File: config.mk
export PLATFORM = sky130hd
export DESIGN_NAME = integer_to_radix_ascii
export DESIGN_NICKNAME = d
export VERILOG_FILES = /design/src/i2ra_pkg.sv /design/src/i2ra_dp.sv /design/src/i2ra_ctrl.sv /design/src/integer_to_radix_ascii.sv
export SDC_FILE = /design/constraint.sdc
export NUM_CORES = 1
export LEC_CHECK = 0
export ABC_CLOCK_PERIOD_IN_PS = 4200
export BUFFER_PORTS_ARGS = -buffer_cell sky130_fd_sc_hd__buf_2
export CAP_MARGIN = 20
export CORE_UTILIZATION = 50
export CTS_BUF_LIST = sky130_fd_sc_hd__clkbuf_16
export DETAILED_ROUTE_END_ITERATION = 10
export PLACE_DENSITY = 0.68
export SLEW_MARGIN = 10
export SYNTH_ARGS = -nofsm -noshare
export SYNTH_HDL_FRONTEND = slang
export SYNTH_HIERARCHICAL = 1
export SYNTH_SLANG_ARGS = --single-unit
File: constraint.sdc
create_clock -name clk -period 4.2 [get_ports clk]
set_clock_uncertainty 0.05 [all_clocks]
set_input_delay 0.21 -clock clk [delete_from_list [all_inputs] [get_ports clk]]
set_output_delay 0.21 -clock clk [all_outputs]
set_load 0.005 [all_outputs]
File: src/i2ra_pkg.sv
package i2ra_pkg;

  localparam int VALUE_W = 32;
  localparam int BASE_W = 6;
  localparam int CHAR_W = 7;

  localparam logic [BASE_W-1:0] BASE_MIN = 6'd2;
  localparam logic [BASE_W-1:0] BASE_MAX = 6'd36;
  localparam logic [BASE_W-1:0] LAST_DECIMAL = 6'd9;
  localparam logic [CHAR_W-1:0] LETTER_OFFSET = 7'd55;
  localparam logic [CHAR_W-1:0] ASCII_ZERO = 7'd48;
  localparam logic [CHAR_W-1:0] ASCII_MINUS = 7'd45;
  localparam logic [CHAR_W-1:0] ERR_CHAR = 7'd0;

  typedef struct packed {
    logic signed [VALUE_W-1:0] value;
    logic [BASE_W-1:0] base;
  } in_t;

  typedef struct packed {
    logic [CHAR_W-1:0] character;
    logic last;
    logic bad_base;
  } out_t;

  typedef struct packed {
    logic load;
    logic div_step;
    logic store;
    logic rd;
    logic emit_sign;
    logic emit_digit;
    logic emit_err;
  } cmd_t;

  typedef struct packed {
    logic bad;
    logic last_bit;
    logic more;
    logic neg;
    logic cnt_zero;
  } stat_t;

endpackage

File: src/i2ra_dp.sv
module i2ra_dp #(
  parameter int MAX_DIGITS = 32
) (
  input  logic            clk,
  input  logic            rst_n,
  input  i2ra_pkg::in_t   in_data,
  input  i2ra_pkg::cmd_t  cmd,
  output i2ra_pkg::stat_t stat,
  output logic            out_valid,
  output i2ra_pkg::out_t  out_data
);

  localparam int VW = i2ra_pkg::VALUE_W;
  localparam int BW = i2ra_pkg::BASE_W;
  localparam int CW = i2ra_pkg::CHAR_W;
  localparam int BIT_W = $clog2(VW);
  localparam int IDX_W = $clog2(MAX_DIGITS);
  localparam int CNT_W = $clog2(MAX_DIGITS + 1);
  localparam logic [BIT_W-1:0] BIT_LAST = BIT_W'(VW - 1);
  localparam logic [CNT_W-1:0] CNT_LAST = CNT_W'(MAX_DIGITS - 1);

  logic [VW-1:0]    quot_r;
  logic [BW-1:0]    rem_r;
  logic [BW-1:0]    base_r;
  logic             neg_r;
  logic [BIT_W-1:0] bit_r;
  logic [CNT_W-1:0] cnt_r;
  logic [BW-1:0]    rd_r;
  logic             out_valid_r;
  i2ra_pkg::out_t   out_r;
  logic [BW-1:0]    mem [MAX_DIGITS];

  logic [VW-1:0]    val_u;
  logic [VW-1:0]    mag;
  logic [BW:0]      trial;
  logic             ge;
  logic [BW:0]      diff;
  logic [CNT_W-1:0] cnt_m1;
  logic [CW-1:0]    digit_char;
  i2ra_pkg::out_t   out_nxt;
  logic             out_valid_nxt;

  assign val_u = in_data.value[VW-1:0];
  assign mag = val_u[VW-1] ? (~val_u + 1'b1) : val_u;
  assign trial = {rem_r, quot_r[VW-1]};
  assign ge = trial >= {1'b0, base_r};
  assign diff = trial - {1'b0, base_r};
  assign cnt_m1 = cnt_r - 1'b1;

  always_comb begin
    if (rd_r > i2ra_pkg::LAST_DECIMAL) begin
      digit_char = i2ra_pkg::LETTER_OFFSET + CW'(rd_r);
    end else begin
      digit_char = i2ra_pkg::ASCII_ZERO + CW'(rd_r);
    end
  end

  assign stat.bad = (base_r < i2ra_pkg::BASE_MIN) || (base_r > i2ra_pkg::BASE_MAX);
  assign stat.last_bit = bit_r == BIT_LAST;
  assign stat.more = (quot_r != '0) && (cnt_r != CNT_LAST);
  assign stat.neg = neg_r;
  assign stat.cnt_zero = cnt_r == '0;

  always_ff @(posedge clk) begin
    if (cmd.load) begin
      quot_r <= mag;
      neg_r  <= val_u[VW-1];
      base_r <= in_data.base;
      rem_r  <= '0;
      bit_r  <= '0;
      cnt_r  <= '0;
    end else if (cmd.div_step) begin
      quot_r <= {quot_r[VW-2:0], ge};
      rem_r  <= ge ? diff[BW-1:0] : trial[BW-1:0];
      bit_r  <= bit_r + 1'b1;
    end else if (cmd.store) begin
      mem[cnt_r[IDX_W-1:0]] <= rem_r;
      cnt_r <= cnt_r + 1'b1;
      rem_r <= '0;
      bit_r <= '0;
    end else if (cmd.rd) begin
      rd_r  <= mem[cnt_m1[IDX_W-1:0]];
      cnt_r <= cnt_m1;
    end
  end

  always_comb begin
    out_nxt = out_r;
    out_valid_nxt = 1'b0;
    if (cmd.emit_err) begin
      out_valid_nxt = 1'b1;
      out_nxt.character = i2ra_pkg::ERR_CHAR;
      out_nxt.last = 1'b1;
      out_nxt.bad_base = 1'b1;
    end else if (cmd.emit_sign) begin
      out_valid_nxt = 1'b1;
      out_nxt.character = i2ra_pkg::ASCII_MINUS;
      out_nxt.last = 1'b0;
      out_nxt.bad_base = 1'b0;
    end else if (cmd.emit_digit) begin
      out_valid_nxt = 1'b1;
      out_nxt.character = digit_char;
      out_nxt.last = cnt_r == '0;
      out_nxt.bad_base = 1'b0;
    end
  end

  always_ff @(posedge clk) begin
    out_r <= out_nxt;
  end

  always_ff @(posedge clk) begin
    if (!rst_n) begin
      out_valid_r <= 1'b0;
    end else begin
      out_valid_r <= out_valid_nxt;
    end
  end

  assign out_valid = out_valid_r;
  assign out_data = out_r;

endmodule

File: src/i2ra_ctrl.sv
module i2ra_ctrl (
  input  logic            clk,
  input  logic            rst_n,
  input  logic            start,
  output logic            busy,
  input  i2ra_pkg::stat_t stat,
  output i2ra_pkg::cmd_t  cmd
);

  localparam logic [2:0] ST_IDLE  = 3'd0;
  localparam logic [2:0] ST_CHECK = 3'd1;
  localparam logic [2:0] ST_DIV   = 3'd2;
  localparam logic [2:0] ST_STORE = 3'd3;
  localparam logic [2:0] ST_SIGN  = 3'd4;
  localparam logic [2:0] ST_RD    = 3'd5;
  localparam logic [2:0] ST_OUT   = 3'd6;

  logic [2:0] state_r;
  logic [2:0] state_nxt;

  assign busy = state_r != ST_IDLE;

  always_comb begin
    state_nxt = state_r;
    cmd = '0;
    unique case (state_r)
      ST_IDLE: begin
        if (start) begin
          cmd.load = 1'b1;
          state_nxt = ST_CHECK;
        end
      end
      ST_CHECK: begin
        if (stat.bad) begin
          cmd.emit_err = 1'b1;
          state_nxt = ST_IDLE;
        end else begin
          state_nxt = ST_DIV;
        end
      end
      ST_DIV: begin
        cmd.div_step = 1'b1;
        if (stat.last_bit) begin
          state_nxt = ST_STORE;
        end
      end
      ST_STORE: begin
        cmd.store = 1'b1;
        if (stat.more) begin
          state_nxt = ST_DIV;
        end else if (stat.neg) begin
          state_nxt = ST_SIGN;
        end else begin
          state_nxt = ST_RD;
        end
      end
      ST_SIGN: begin
        cmd.emit_sign = 1'b1;
        state_nxt = ST_RD;
      end
      ST_RD: begin
        cmd.rd = 1'b1;
        state_nxt = ST_OUT;
      end
      ST_OUT: begin
        cmd.emit_digit = 1'b1;
        state_nxt = stat.cnt_zero ? ST_IDLE : ST_RD;
      end
      default: begin
        state_nxt = ST_IDLE;
      end
    endcase
  end

  always_ff @(posedge clk) begin
    if (!rst_n) begin
      state_r <= ST_IDLE;
    end else begin
      state_r <= state_nxt;
    end
  end

endmodule

File: src/integer_to_radix_ascii.sv
// channel   ports                          transfer
// request   start, busy, in_data           taken when start is high and busy is low
// result    out_valid, out_data            one cycle per character, cannot be held off
//
// a restoring divider forms one quotient bit per cycle; the remainder after a full
// pass over the quotient is the next digit, least significant first; a negative
// value gets a leading minus sign; a bad base gives a lone error result instead
// each digit is read back from the digit store, most significant first, then shown
// synchronous active-low reset returns the controller to idle with no result pending
module integer_to_radix_ascii #(
  parameter int MAX_DIGITS = 32
) (
  input  logic           clk,
  input  logic           rst_n,
  input  logic           start,
  output logic           busy,
  input  i2ra_pkg::in_t  in_data,
  output logic           out_valid,
  output i2ra_pkg::out_t out_data
);

  i2ra_pkg::cmd_t  cmd;
  i2ra_pkg::stat_t stat;

  i2ra_ctrl u_ctrl (
    .clk   (clk),
    .rst_n (rst_n),
    .start (start),
    .busy  (busy),
    .stat  (stat),
    .cmd   (cmd)
  );

  i2ra_dp #(
    .MAX_DIGITS (MAX_DIGITS)
  ) u_dp (
    .clk       (clk),
    .rst_n     (rst_n),
    .in_data   (in_data),
    .cmd       (cmd),
    .stat      (stat),
    .out_valid (out_valid),
    .out_data  (out_data)
  );

endmodule

==> results of run 1 <==
==> flip-flops by register name (all words and copies together), names as in the netlist <==
name	cells
u_dp/mem	192
u_dp/quot_r	32
u_dp/out_data	9
u_dp/base_r	6
u_dp/cnt_r	6
u_dp/rd_r	6
u_dp/rem_r	6
u_dp/bit_r	5
u_ctrl/state_r	3
u_dp/neg_r	1
u_dp/out_valid	1
==> final timing paths <==
path                    start                to  slack, ns  depth (start not counted)
max reg2reg     u_dp/cnt_r[1]      u_dp/rd_r[0]       1.24                          7
min reg2reg  u_dp/out_data[3]  u_dp/out_data[3]       0.42                          2
min               in_data[32]   u_dp/quot_r[26]       0.03                          3
max             u_dp/cnt_r[1]      u_dp/rd_r[0]       1.24                          7
==> layout make-up <==
class | instances | area share [%]
tap | 319 | 2.87
clock inverter | 24 | 2.14
timing repair buffer | 74 | 3.21
multi-input combinational | 538 | 30.4
clock buffer | 28 | 5.04
sequential | 267 | 55.6
inverter | 27 | 0.729
==> cell usage after synthesis, types with 4 or more instances <==
master	count	area, µm²
and2_1	4	25.0
or2_2	5	31.3
nand2b_1	8	50.1
xnor2_1	11	96.3
buf_2	12	60.1
o41ai_1	7	61.3
nor4_1	12	75.1
nand3b_1	4	30.0
o21ai_0	19	95.1
nand2_1	58	218
dfxtp_1	30	601
o211ai_1	10	75.1
buf_1	5	18.8
nor3_1	12	60.1
a21o_1	6	45.0
inv_1	27	101
o31ai_1	8	60.1
a21oi_1	56	280
nor3b_1	7	52.6
xor2_1	31	272
or3_1	5	31.3
edfxtp_1	237	7120
clkbuf_1	26	97.6
a211oi_1	5	37.5
mux4_2	48	1080
nor2b_1	11	68.8
nor2_1	89	334
o22ai_1	7	43.8
nand3_1	18	90.1
ha_1	18	225
a211o_1	6	52.6
mux2i_1	17	170
nand4_1	5	31.3
==> cell usage in the layout, fill, tap and decap left out, types with 7 or more instances in the layout <==
cell / instances
a21oi_1: 56
buf_2: 51
buf_4: 16
clkbuf_16: 28
dfxtp_1: 29
dlygate4sd3_1: 7
edfxtp_1: 237
ha_1: 17
inv_1: 31
mux2i_1: 17
mux4_2: 48
nand2_1: 58
nand2b_1: 8
nand3_1: 18
nor2_1: 88
nor2b_1: 11
nor3_1: 12
nor3b_1: 7
nor4_1: 12
o211ai_1: 10
o21ai_0: 19
o22ai_1: 7
o31ai_1: 8
o41ai_1: 7
xnor2_1: 11
xor2_1: 30
==> metal layers <==
layer  track usage (%)  share of wire, %  vias to the layer above
li1                  -                 -                     3499
met1              29.7                44                     3700
met2              33.7                49                      208
met3              2.75               4.8                       44
met4              7.69               3.1                        0
met5                 0                 0                        -
==> per-stage QoR <==
| stage | area (µm²) | utilization (%) | hold slack (ns) | instances | setup slack (ns) |
|---|---|---|---|---|---|
| floorplan | 12200 | - | 0.259 | 878 | 1.13 |
| detailed placement | 12800 | 54.0 | 0.338 | 1217 | 1.26 |
| CTS | 13900 | 58.5 | 0.00573 | 1276 | 1.25 |
| global placement | 12800 | 54.0 | 0.336 | 1217 | 1.32 |
| global route | 13900 | 58.5 | 0.0237 | 1277 | 1.12 |
| finish | 13900 | 58.5 | 0.0282 | 1277 | 1.24 |
==> logic make-up after synthesis <==
group	share of synthesized area (%)
buffers and inverters	2.49
XOR/XNOR	3.01
adder cells (fa/ha/maj)	2.00
flip-flops	63.1
AO/OA/AOI/OAI	8.40
AND/OR/NAND/NOR	10.4
multiplexers	10.6
==> power groups by stage <==
stage / logic [µW] / clock network, µW / registers (µW)
2_1_floorplan: 420 / 0 / 3060
3_3_place_gp: 566 / 0 / 3070
3_5_place_dp: 575 / 0 / 3070
4_1_cts: 583 / 2670 / 3020
5_1_grt: 643 / 2770 / 3020
6_report: 585 / 2620 / 3020
==> worst register-to-register path, stage by stage (launching register included) <==
cell	delay (ns)
dfxtp_1	0.53
inv_1	0.15
ha_2	0.82
buf_4	0.35
mux4_2	0.34
nand2_1	0.09
nand2_1	0.10
a211o_1	0.30
==> what timing repair did <==
item	4_1_cts	5_1_grt
hold buffers	7	0
endpoints found under the setup margin	0	0
endpoints found under the hold margin	10	0
==> key figures, run 1 <==
Logic synthesis
  • Synth cell types: 69
  • Async S/R FF share, synth: 0%
  • Mapped cell area: 12200 µm²
  • Post-synth EDFFs: 237
  • Yosys warning total: 6
  • Gate Count Post-Synth: 878
  • Syn avg cell area: 13.9 µm²
  • Sequential share of the synthesized area: 63.1%
  • Syn nets: between 900 and 1000
  • Main flop type after synthesis: edfxtp_1
  • Synth Register Bits: 267

Worst setup path
  • Worst Path Max Fanout: 26
  • Crit path cell chain: inv_1 > ha_2 > buf_4 > mux4_2 > nand2_1 > nand2_1 > a211o_1
  • Crit-path max cell delay: 0.82 ns
  • Critical Path AT: 3.21 ns
  • Crit end category: flip-flop
  • Critical path required time: around 4.5 ns
  • Cell family with most CP delay: adder cells
  • WP buf/inv: 2
  • Critical path launch point type: flip-flop
  • CP max-delay cell: ha_2
  • Crit path kind: reg2reg
  • Cell mode on critical path: nand2_1

Clock tree
  • Post-CTS Setup Bufs: 0
  • Clock Tree Root: clkbuf_16
  • Sinks on Clock Net: 267
  • CTS tree: built
  • Post-cts resize count: 0
  • H-tree depth: 1
  • Total CTS buffers: 28
  • Maximum buffer depth of the clock tree: 3
  • Reg clk slew, reported paths: 0.06 ns
  • Clk_lat worst skew: 0.55 ns

Pwr
  • PD cells: 448 nW/µm²
  • NetSw: approximately 1400 µW
  • Overall power: 6230 µW
  • Int Pwr: 4800 µW
  • Sequential Power Share: 48.5%
  • LEAKAGE: 0.00482 µW
  • VDD IR max: around 0.00033 V
  • Clock power share: 42.1%
  • Gate power share: 9.4%
  • Sw Share: 23.0%

Finish
  • Sequential cell area: 7720 µm²
  • Fill cell count: 1825
  • Area grow syn2layout: 13.6%
  • Multi-input gate area: 4230 µm²
  • Number of diodes: 0
  • Final nets: 996
  • Layout cells sized above 1: 19.2%

STA
  • Max Slew Vio Count: 0
  • Hold Vio Cnt, Final: 0
  • Setup TNS: 0 ns
  • Unrepaired setup endpoints after global routing: no
  • Fin crit period: 2.96 ns
  • Max-slew headroom: 42.7%
  • Tcrit/Tclk final: 70.4%
  • Slew @ Worst Pin: 0.857 ns
  • Final setup vio count: 0
  • Fmax achieved: 338 MHz

Route
  • Initial DRC count: 620
  • Drt pass-1 iters: 5
  • Detailed-route DRC error count: 0
  • Via density per instance: 5.83
  • Antenna-violating nets left: 0
  • Drt total wl: 25700 µm
  • DR vias: 7451
  • Routed len/inst: 20.2 µm

Status
  • Status: completed

Global route
  • Largest net degree at the start of global routing: 52
  • GRT Total Usage: around a fifth
  • Number of global-route vias before repair: 7099
  • First-pass GRT wire length: 40000 µm
  • GRT Residual Overflow: 0
  • Initial antenna violation count: 0

Floorplanning
  • I/O pins: 52
  • Die ar.: 25100 µm²
  • Core area: 23800 µm²
  • Height of the die: roughly 160 µm
  • DIE WIDTH: 158 µm
  • Initial Util: about half
  • Site Rows: 56

Placed design
  • RD Place Congestion: 0.818
  • I/O Buffers: 51
  • Detailed Place HPWL: between 15000 and 20000 µm

Job
  • Max Cap Violations: 0

Min path
  • Hold Crit Class: in2reg
Power figures use the tool's default switching activity.
==> inputs of run 2 (changes only) <==
--- a/config.mk
+++ b/config.mk
@@ -5,13 +5,14 @@
 export SDC_FILE = /design/constraint.sdc
 export NUM_CORES = 1
 export LEC_CHECK = 0
-export ABC_CLOCK_PERIOD_IN_PS = 4200
+export ABC_AREA = 1
+export ABC_CLOCK_PERIOD_IN_PS = 2400
 export BUFFER_PORTS_ARGS = -buffer_cell sky130_fd_sc_hd__buf_2
 export CAP_MARGIN = 20
 export CORE_UTILIZATION = 50
 export CTS_BUF_LIST = sky130_fd_sc_hd__clkbuf_16
 export DETAILED_ROUTE_END_ITERATION = 10
-export PLACE_DENSITY = 0.68
+export PLACE_DENSITY = 0.7
 export SLEW_MARGIN = 10
 export SYNTH_ARGS = -nofsm -noshare
 export SYNTH_HDL_FRONTEND = slang
==> constraint.sdc (replaced) <==
create_clock -name clk -period 2.4 [get_ports clk]
set_clock_uncertainty 0.05 [all_clocks]
set_input_delay 0.12 -clock clk [delete_from_list [all_inputs] [get_ports clk]]
set_output_delay 0.12 -clock clk [all_outputs]
set_load 0.005 [all_outputs]
==> key figures, run 2 <==
Floorplanning
  • Height of the die: 162 µm
  • Initial Util: approximately half
  • I/O pins: 52
  • Site Rows: 58
  • Die ar.: 26400 µm²
  • DIE WIDTH: roughly 160 µm
  • Core area: between 20000 and 30000 µm²

Clock tree
  • Maximum buffer depth of the clock tree: 3
  • Reg clk slew, reported paths: 0.06 ns
  • Sinks on Clock Net: 267
  • H-tree depth: 1
  • Clock Tree Root: clkbuf_16
  • Clk_lat worst skew: 0.51 ns
  • Total CTS buffers: 27
  • CTS tree: built

Logic synthesis
  • Synth Area in Adders: around 1.9%
  • Area leader, netlist: edfxtp_1
  • Yosys top cell area share: 55.3%
  • Syn nets: 1337
  • Compound-cell area share of the yosys netlist: 11.2%
  • Simple-gate area share of the yosys netlist: ~20%
  • Post-synth EDFFs: 237
  • Main flop type after synthesis: edfxtp_1
  • Largest cells by area after synthesis: edfxtp_1 55%, nor2_1 6.9%, nand2_1 6.2%
  • Synth Register Bits: 267
  • Synth Area in XOR/XNOR: 1.65%
  • Async S/R FF share, synth: 0%
  • Synth cell types: 52
  • Post-synthesis mux area share: 0%
  • Count leader, synth: edfxtp_1
  • Largest family of logic cells by synthesized area: simple AND/OR/NAND/NOR gates
  • Gate Count Post-Synth: 1277
  • Mapped cell area: around 13000 µm²
  • Syn avg cell area: 10.1 µm²
  • Sequential share of the synthesized area: 60.0%
  • Most instantiated cells after synthesis: 237 x edfxtp_1, 236 x nor2_1, 211 x nand2_1
  • Yosys warning total: 6

Pwr
  • Sw Share: between 20 and 30%
  • Overall power: 12100 µW
  • Gate power share: 19.7%
  • PD cells: 812 nW/µm²
  • NetSw: 3390 µW
  • Sequential Power Share: approximately 45%
  • VDD IR max: 0.000549 V
  • Int Pwr: 8730 µW
  • LEAKAGE: 0.00583 µW
  • Clock power share: 35.2%

Worst setup path
  • Critical path launch point type: flip-flop
  • R2r startpoint: u_dp/cnt_r[0]
  • Worst Path Max Fanout: 98
  • Critical path required time: ~2.6 ns
  • Critical Path Source: u_dp/cnt_r[0]
  • Crit path kind: reg2reg
  • Crit end category: flip-flop
  • Critical Path AT: ~2.4 ns

STA
  • Max-slew headroom: 60.3%
  • Slew @ Worst Pin: 0.594 ns
  • Fin crit period: 2.22 ns
  • Hold WS: -0.00681 ns
  • Max Slew Vio Count: 0
  • Tcrit/Tclk final: 92.6%
  • Setup TNS: 0 ns
  • Final setup vio count: 0
  • Hold Vio Cnt, Final: 1
  • Unrepaired setup endpoints after global routing: no
  • Fmax achieved: roughly 450 MHz

Placed design
  • Placed cell count: 1659
  • RD Place Congestion: ~0.85
  • Placed standard-cell area: 13700 µm²
  • I/O Buffers: 51
  • Detailed Place HPWL: 19000 µm

Finish
  • Layout cells sized above 1: 15.2%
  • Multi-input gate area: 4510 µm²
  • Final nets: 1448
  • Most frequent cells in the layout: 237 x edfxtp_1, 235 x nor2_1, 210 x nand2_1
  • Fill cell count: about 2100
  • Commonest non-fill, non-tap cell in the layout: edfxtp_1
  • Final design utilization: approximately three fifths
  • Finished Cell Area: 14900 µm²
  • Max FFs per register: 192
  • Non-Filler Instances: 1737
  • Area grow syn2layout: 16.1%
  • Sequential cell area: just under 8000 µm²
  • Number of diodes: 0

Global route
  • First-pass GRT wire length: around 48000 µm
  • Largest net degree at the start of global routing: approximately 100
  • Number of global-route vias before repair: between 9000 and 10000
  • GRT Total Usage: between 20% and 30%
  • GRT Residual Overflow: 0
  • Initial antenna violation count: 0

Route
  • DR vias: 9505
  • Routed len/inst: 17.1 µm
  • Via density per instance: 5.47
  • Drt pass-1 iters: 6
  • Antenna-violating nets left: 0
  • Detailed-route DRC error count: 0
  • Initial DRC count: 726
  • Drt total wl: 29800 µm

Job
  • Max Cap Violations: 0

Min path
  • Hold Startpoint: in_data[7]
  • Hold Crit Class: in2reg

Status
  • Status: finished, violations left
  • Violated checks: negative hold slack
run 2: critical path, stage by stage, from the launching register on:
cell and delay (ns):
dfxtp_2 0.34, bufinv_8 0.20, buf_12 0.30, ha_1 0.22
nand2_1 0.33, nor2_1 0.25, buf_4 0.16
run 2: logic make-up (layout without fill, tap and decap cells):
logic type / count (synthesis) / count (layout)
and+or+nand+nor: 597 / 597
adders and majority gates: 19 / 19
AOI/OAI and AO/OA: 233 / 233
buffers and inverters: 141 / 271
xor gates and xnor gates: 20 / 20
DFF: 267 / 267
run 2: cell type report:
class / count / area share (%)
clock buffer: 27 / 4.53
clock inverter: 21 / 1.56
inverter: 85 / 2.30
multi-input combinational: 869 / 30.2
sequential: 267 / 51.7
tap: 330 / 2.77
timing repair buffer: 138 / 6.92
run 2: through the flow:
step | hold slack (ns) | worst slack (ns)
floorplan | 0.168 | 0.0822
global placement | 0.248 | 0.250
detailed placement | 0.249 | 0.209
CTS | 0.00223 | 0.190
global route | 0.0364 | 0.00931
finish | -0.00681 | 0.177
run 2: repair_timing:
item	CTS	global route
hold buffers	30	0
setup buffers	0	0
endpoints found under the hold margin	34	0
gates resized for setup	0	0
run 2: power by group through the flow:
stage          clock [µW]  combinational (µW)  sequential (µW)
2_1_floorplan           0                1700             5550
3_3_place_gp            0                2320             5550
3_5_place_dp            0                2350             5560
4_1_cts              4320                2400             5460
5_1_grt              4530                2650             5480
6_report             4270                2390             5470
run 2: worst paths after layout:
kind	end	slack, ns	depth (start not counted)
worst min register to register	u_dp/out_data[0]	0.40	2
worst min-delay path	u_dp/quot_r[1]	-0.007	3
worst max-delay path	u_dp/mem[22][3]	0.18	6
worst max register to register	u_dp/mem[22][3]	0.18	6
run 2: metal layers:
layer	vias to the layer above	global-route usage [%]	share of wire, %
met5	-	0	0
met4	0	6.95	2.5
met3	44	2.65	5.3
met2	289	40.3	50
met1	4512	30.0	43
li1	4660	-	-
==> inputs of run 3 (changes only) <==
--- a/config.mk
+++ b/config.mk
@@ -9,12 +9,13 @@
 export ABC_CLOCK_PERIOD_IN_PS = 2400
 export BUFFER_PORTS_ARGS = -buffer_cell sky130_fd_sc_hd__buf_2
 export CAP_MARGIN = 20
-export CORE_UTILIZATION = 50
+export CELL_PAD_IN_SITES_DETAIL_PLACEMENT = 1
+export CELL_PAD_IN_SITES_GLOBAL_PLACEMENT = 2
+export CORE_UTILIZATION = 36
 export CTS_BUF_LIST = sky130_fd_sc_hd__clkbuf_16
 export DETAILED_ROUTE_END_ITERATION = 10
-export PLACE_DENSITY = 0.7
+export PLACE_DENSITY = 0.76
 export SLEW_MARGIN = 10
 export SYNTH_ARGS = -nofsm -noshare
 export SYNTH_HDL_FRONTEND = slang
-export SYNTH_HIERARCHICAL = 1
 export SYNTH_SLANG_ARGS = --single-unit
==> key figures, run 3 <==
Worst setup path
  • Critical path launch point type: flip-flop
  • WP buf/inv: 3
  • Cell family with most CP delay: buffers and inverters
  • Critical Path Source: u_dp.cnt_r[1]
  • Critical Path AT: between 2 and 3 ns
  • Crit path kind: reg2reg
  • Crit-path max cell delay: between 0.3 and 0.4 ns
  • Crit end category: flip-flop
  • Cell mode on critical path: nand2_1
  • R2r startpoint: u_dp.cnt_r[1]
  • Worst Path Max Fanout: 19
  • Crit path cell chain: inv_1 > ha_1 > xnor2_4 > inv_2 > buf_4 > o211ai_1 > nand3_1 > o21ai_1 > nand2_1 > nand2_1
  • CP max-delay cell: inv_2
  • Critical path required time: around 2.7 ns

Route
  • DR vias: 9717
  • Detailed-route DRC error count: 0
  • Initial DRC count: 587
  • Antenna-violating nets left: 0
  • Drt total wl: 36800 µm
  • Drt pass-1 iters: 4
  • Routed len/inst: ~19 µm
  • Via density per instance: 5.11

STA
  • Fin crit period: approximately 2.3 ns
  • Max Slew Vio Count: 0
  • Final setup vio count: 0
  • Hold WS: 0.0248 ns
  • Fmax achieved: around 430 MHz
  • Max-slew headroom: between 50% and 60%
  • Hold Vio Cnt, Final: 0
  • Tcrit/Tclk final: approximately 96%
  • Slew @ Worst Pin: 0.601 ns
  • Unrepaired setup endpoints after global routing: yes

Logic synthesis
  • Largest family of logic cells by synthesized area: simple AND/OR/NAND/NOR gates
  • Yosys top cell area share: around 56%
  • Main flop type after synthesis: edfxtp_1
  • Synth Area in XOR/XNOR: 1.65%
  • Synth Register Bits: ~270
  • Largest cells by area after synthesis: edfxtp_1 56%, nor2_1 8.0%, nand2_1 7.2%
  • Syn avg cell area: 9.76 µm²
  • Count leader, synth: nor2_1
  • Synth cell types: 49
  • Post-synth EDFFs: 237
  • Syn nets: 1361
  • Compound-cell area share of the yosys netlist: 10.9%
  • Most instantiated cells after synthesis: 272 x nor2_1, 244 x nand2_1, 237 x edfxtp_1
  • Area leader, netlist: edfxtp_1
  • Sequential share of the synthesized area: 60.7%
  • Async S/R FF share, synth: 0%
  • Synth Area in Adders: 1.83%
  • Yosys warning total: 0
  • Mapped cell area: 12700 µm²
  • Simple-gate area share of the yosys netlist: 19.9%
  • Post-synthesis mux area share: 0%
  • Gate Count Post-Synth: 1302

Job
  • Max Cap Violations: 0

Global route
  • GRT Residual Overflow: 0
  • Number of global-route vias before repair: roughly 10000
  • Largest net degree at the start of global routing: 99
  • First-pass GRT wire length: 57400 µm
  • Initial antenna violation count: 0
  • GRT Total Usage: 20.5%

Clock tree
  • Total CTS buffers: 30
  • CTS tree: built
  • H-tree depth: 1
  • Clk_lat worst skew: ~0.57 ns
  • Maximum buffer depth of the clock tree: 3
  • Clock Tree Root: clkbuf_16
  • Post-CTS Setup Bufs: 0
  • Reg clk slew, reported paths: 0.06 ns
  • Sinks on Clock Net: 267

Finish
  • Final nets: 1484
  • Layout cells sized above 1: 12.9%
  • Number of diodes: 0
  • Non-Filler Instances: 1901
  • Area grow syn2layout: 18.3%
  • Most frequent cells in the layout: 272 x nor2_1, 244 x nand2_1, 237 x edfxtp_1
  • Max FFs per register: roughly 190
  • Commonest non-fill, non-tap cell in the layout: nor2_1

Placed design
  • Placed cell count: roughly 1800
  • I/O Buffers: 51
  • RD Place Congestion: between 0.7 and 0.8
  • Detailed Place HPWL: 24300 µm

Min path
  • Hold Startpoint: in_data[7]
  • Hold Crit Class: in2reg

Floorplanning
  • Die ar.: 36000 µm²
  • Core area: 34600 µm²
  • Site Rows: 68
  • Height of the die: 190 µm
  • I/O pins: 52
  • Initial Util: a little under two fifths
  • DIE WIDTH: 190 µm

Status
  • Status: completed

Pwr
  • PD cells: 799 nW/µm²
  • VDD IR max: ~0.00054 V
  • LEAKAGE: 0.00572 µW
==> run 3: changes by cell type after synthesis, sizes merged, moves of 8 or more <==
cell,before,now
nor4,8,0
nand3,97,61
o211ai,49,41
nor2,243,281
nand2,217,248
o21ai,140,163
clkbuf,19,11
==> run 3: layout make-up <==
cell class              count  area (µm²)
well taps                 455         569
clock inverters            23         181
flip-flops and latches    267        7720
inverters                  79         298
fillers                  3973       19600
repair buffers            146        1140
clock buffers              30         751
multi-input cells         901        4370
==> run 3: power by group <==
part	switching, µW	internal (µW)	total, µW
clock	1850	2480	4330
sequential	111	5330	5450
combinational	1500	733	2230
==> run 3: timing repair <==
action / in CTS / in global routing
hold buffers: 35 / 0
resized for setup: 0 / 1
setup endpoints to repair: 0 / 4
endpoints found under the hold margin: 38 / 0
==> run 3: cell families after synthesis <==
kind of cell             after synthesis
AO/OA/AOI/OAI                        246
XOR/XNOR                              21
adder cells (fa/ha/maj)               18
buffers and inverters                134
flip-flops                           267
AND/OR/NAND/NOR                      616
==> run 3: worst register-to-register path, delay by kind of cell (launching register included) <==
kind / cells / cell delay (ns)
AND/OR/NAND/NOR: 3 / 0.26
XOR/XNOR: 1 / 0.09
AO/OA/AOI/OAI: 2 / 0.25
flip-flops: 1 / 0.31
buffers and inverters: 3 / 0.80
adder cells (fa/ha/maj): 1 / 0.34
==> run 3: path summary, 6_finish.rpt <==
check	cells after the start	endpoint	slack, ns
worst min-delay path	5	u_dp.quot_r[1]	0.02
worst max register to register	10	u_dp.rd_r[5]	0.1
worst min register to register	2	u_dp.out_data[8]	0.41
worst max-delay path	10	u_dp.rd_r[5]	0.1
==> run 3: metal layers <==
layer  GRT usage [%]  part of all wire [%]  up-vias
met1            30.1                    50     4812
met3            2.21                   3.3       40
met4            4.16                   1.8        0
met5               0                     0        -
met2            32.7                    45      149
li1                -                     -     4716
==> run 3: per-stage QoR <==
stage	area [µm²]	total power, µW	setup WS, ns	TNS, ns	util (%)
after global routing	15000	12600	-0.0390	-0.0390	43.4
final	15000	12000	0.0956	0	43.4
after global placement	13700	7650	0.174	0	39.6
after detailed placement	13700	7710	0.0851	0	39.6
after floorplan	12700	6940	0.134	0	-
after CTS	15000	12100	0.0610	0	43.3
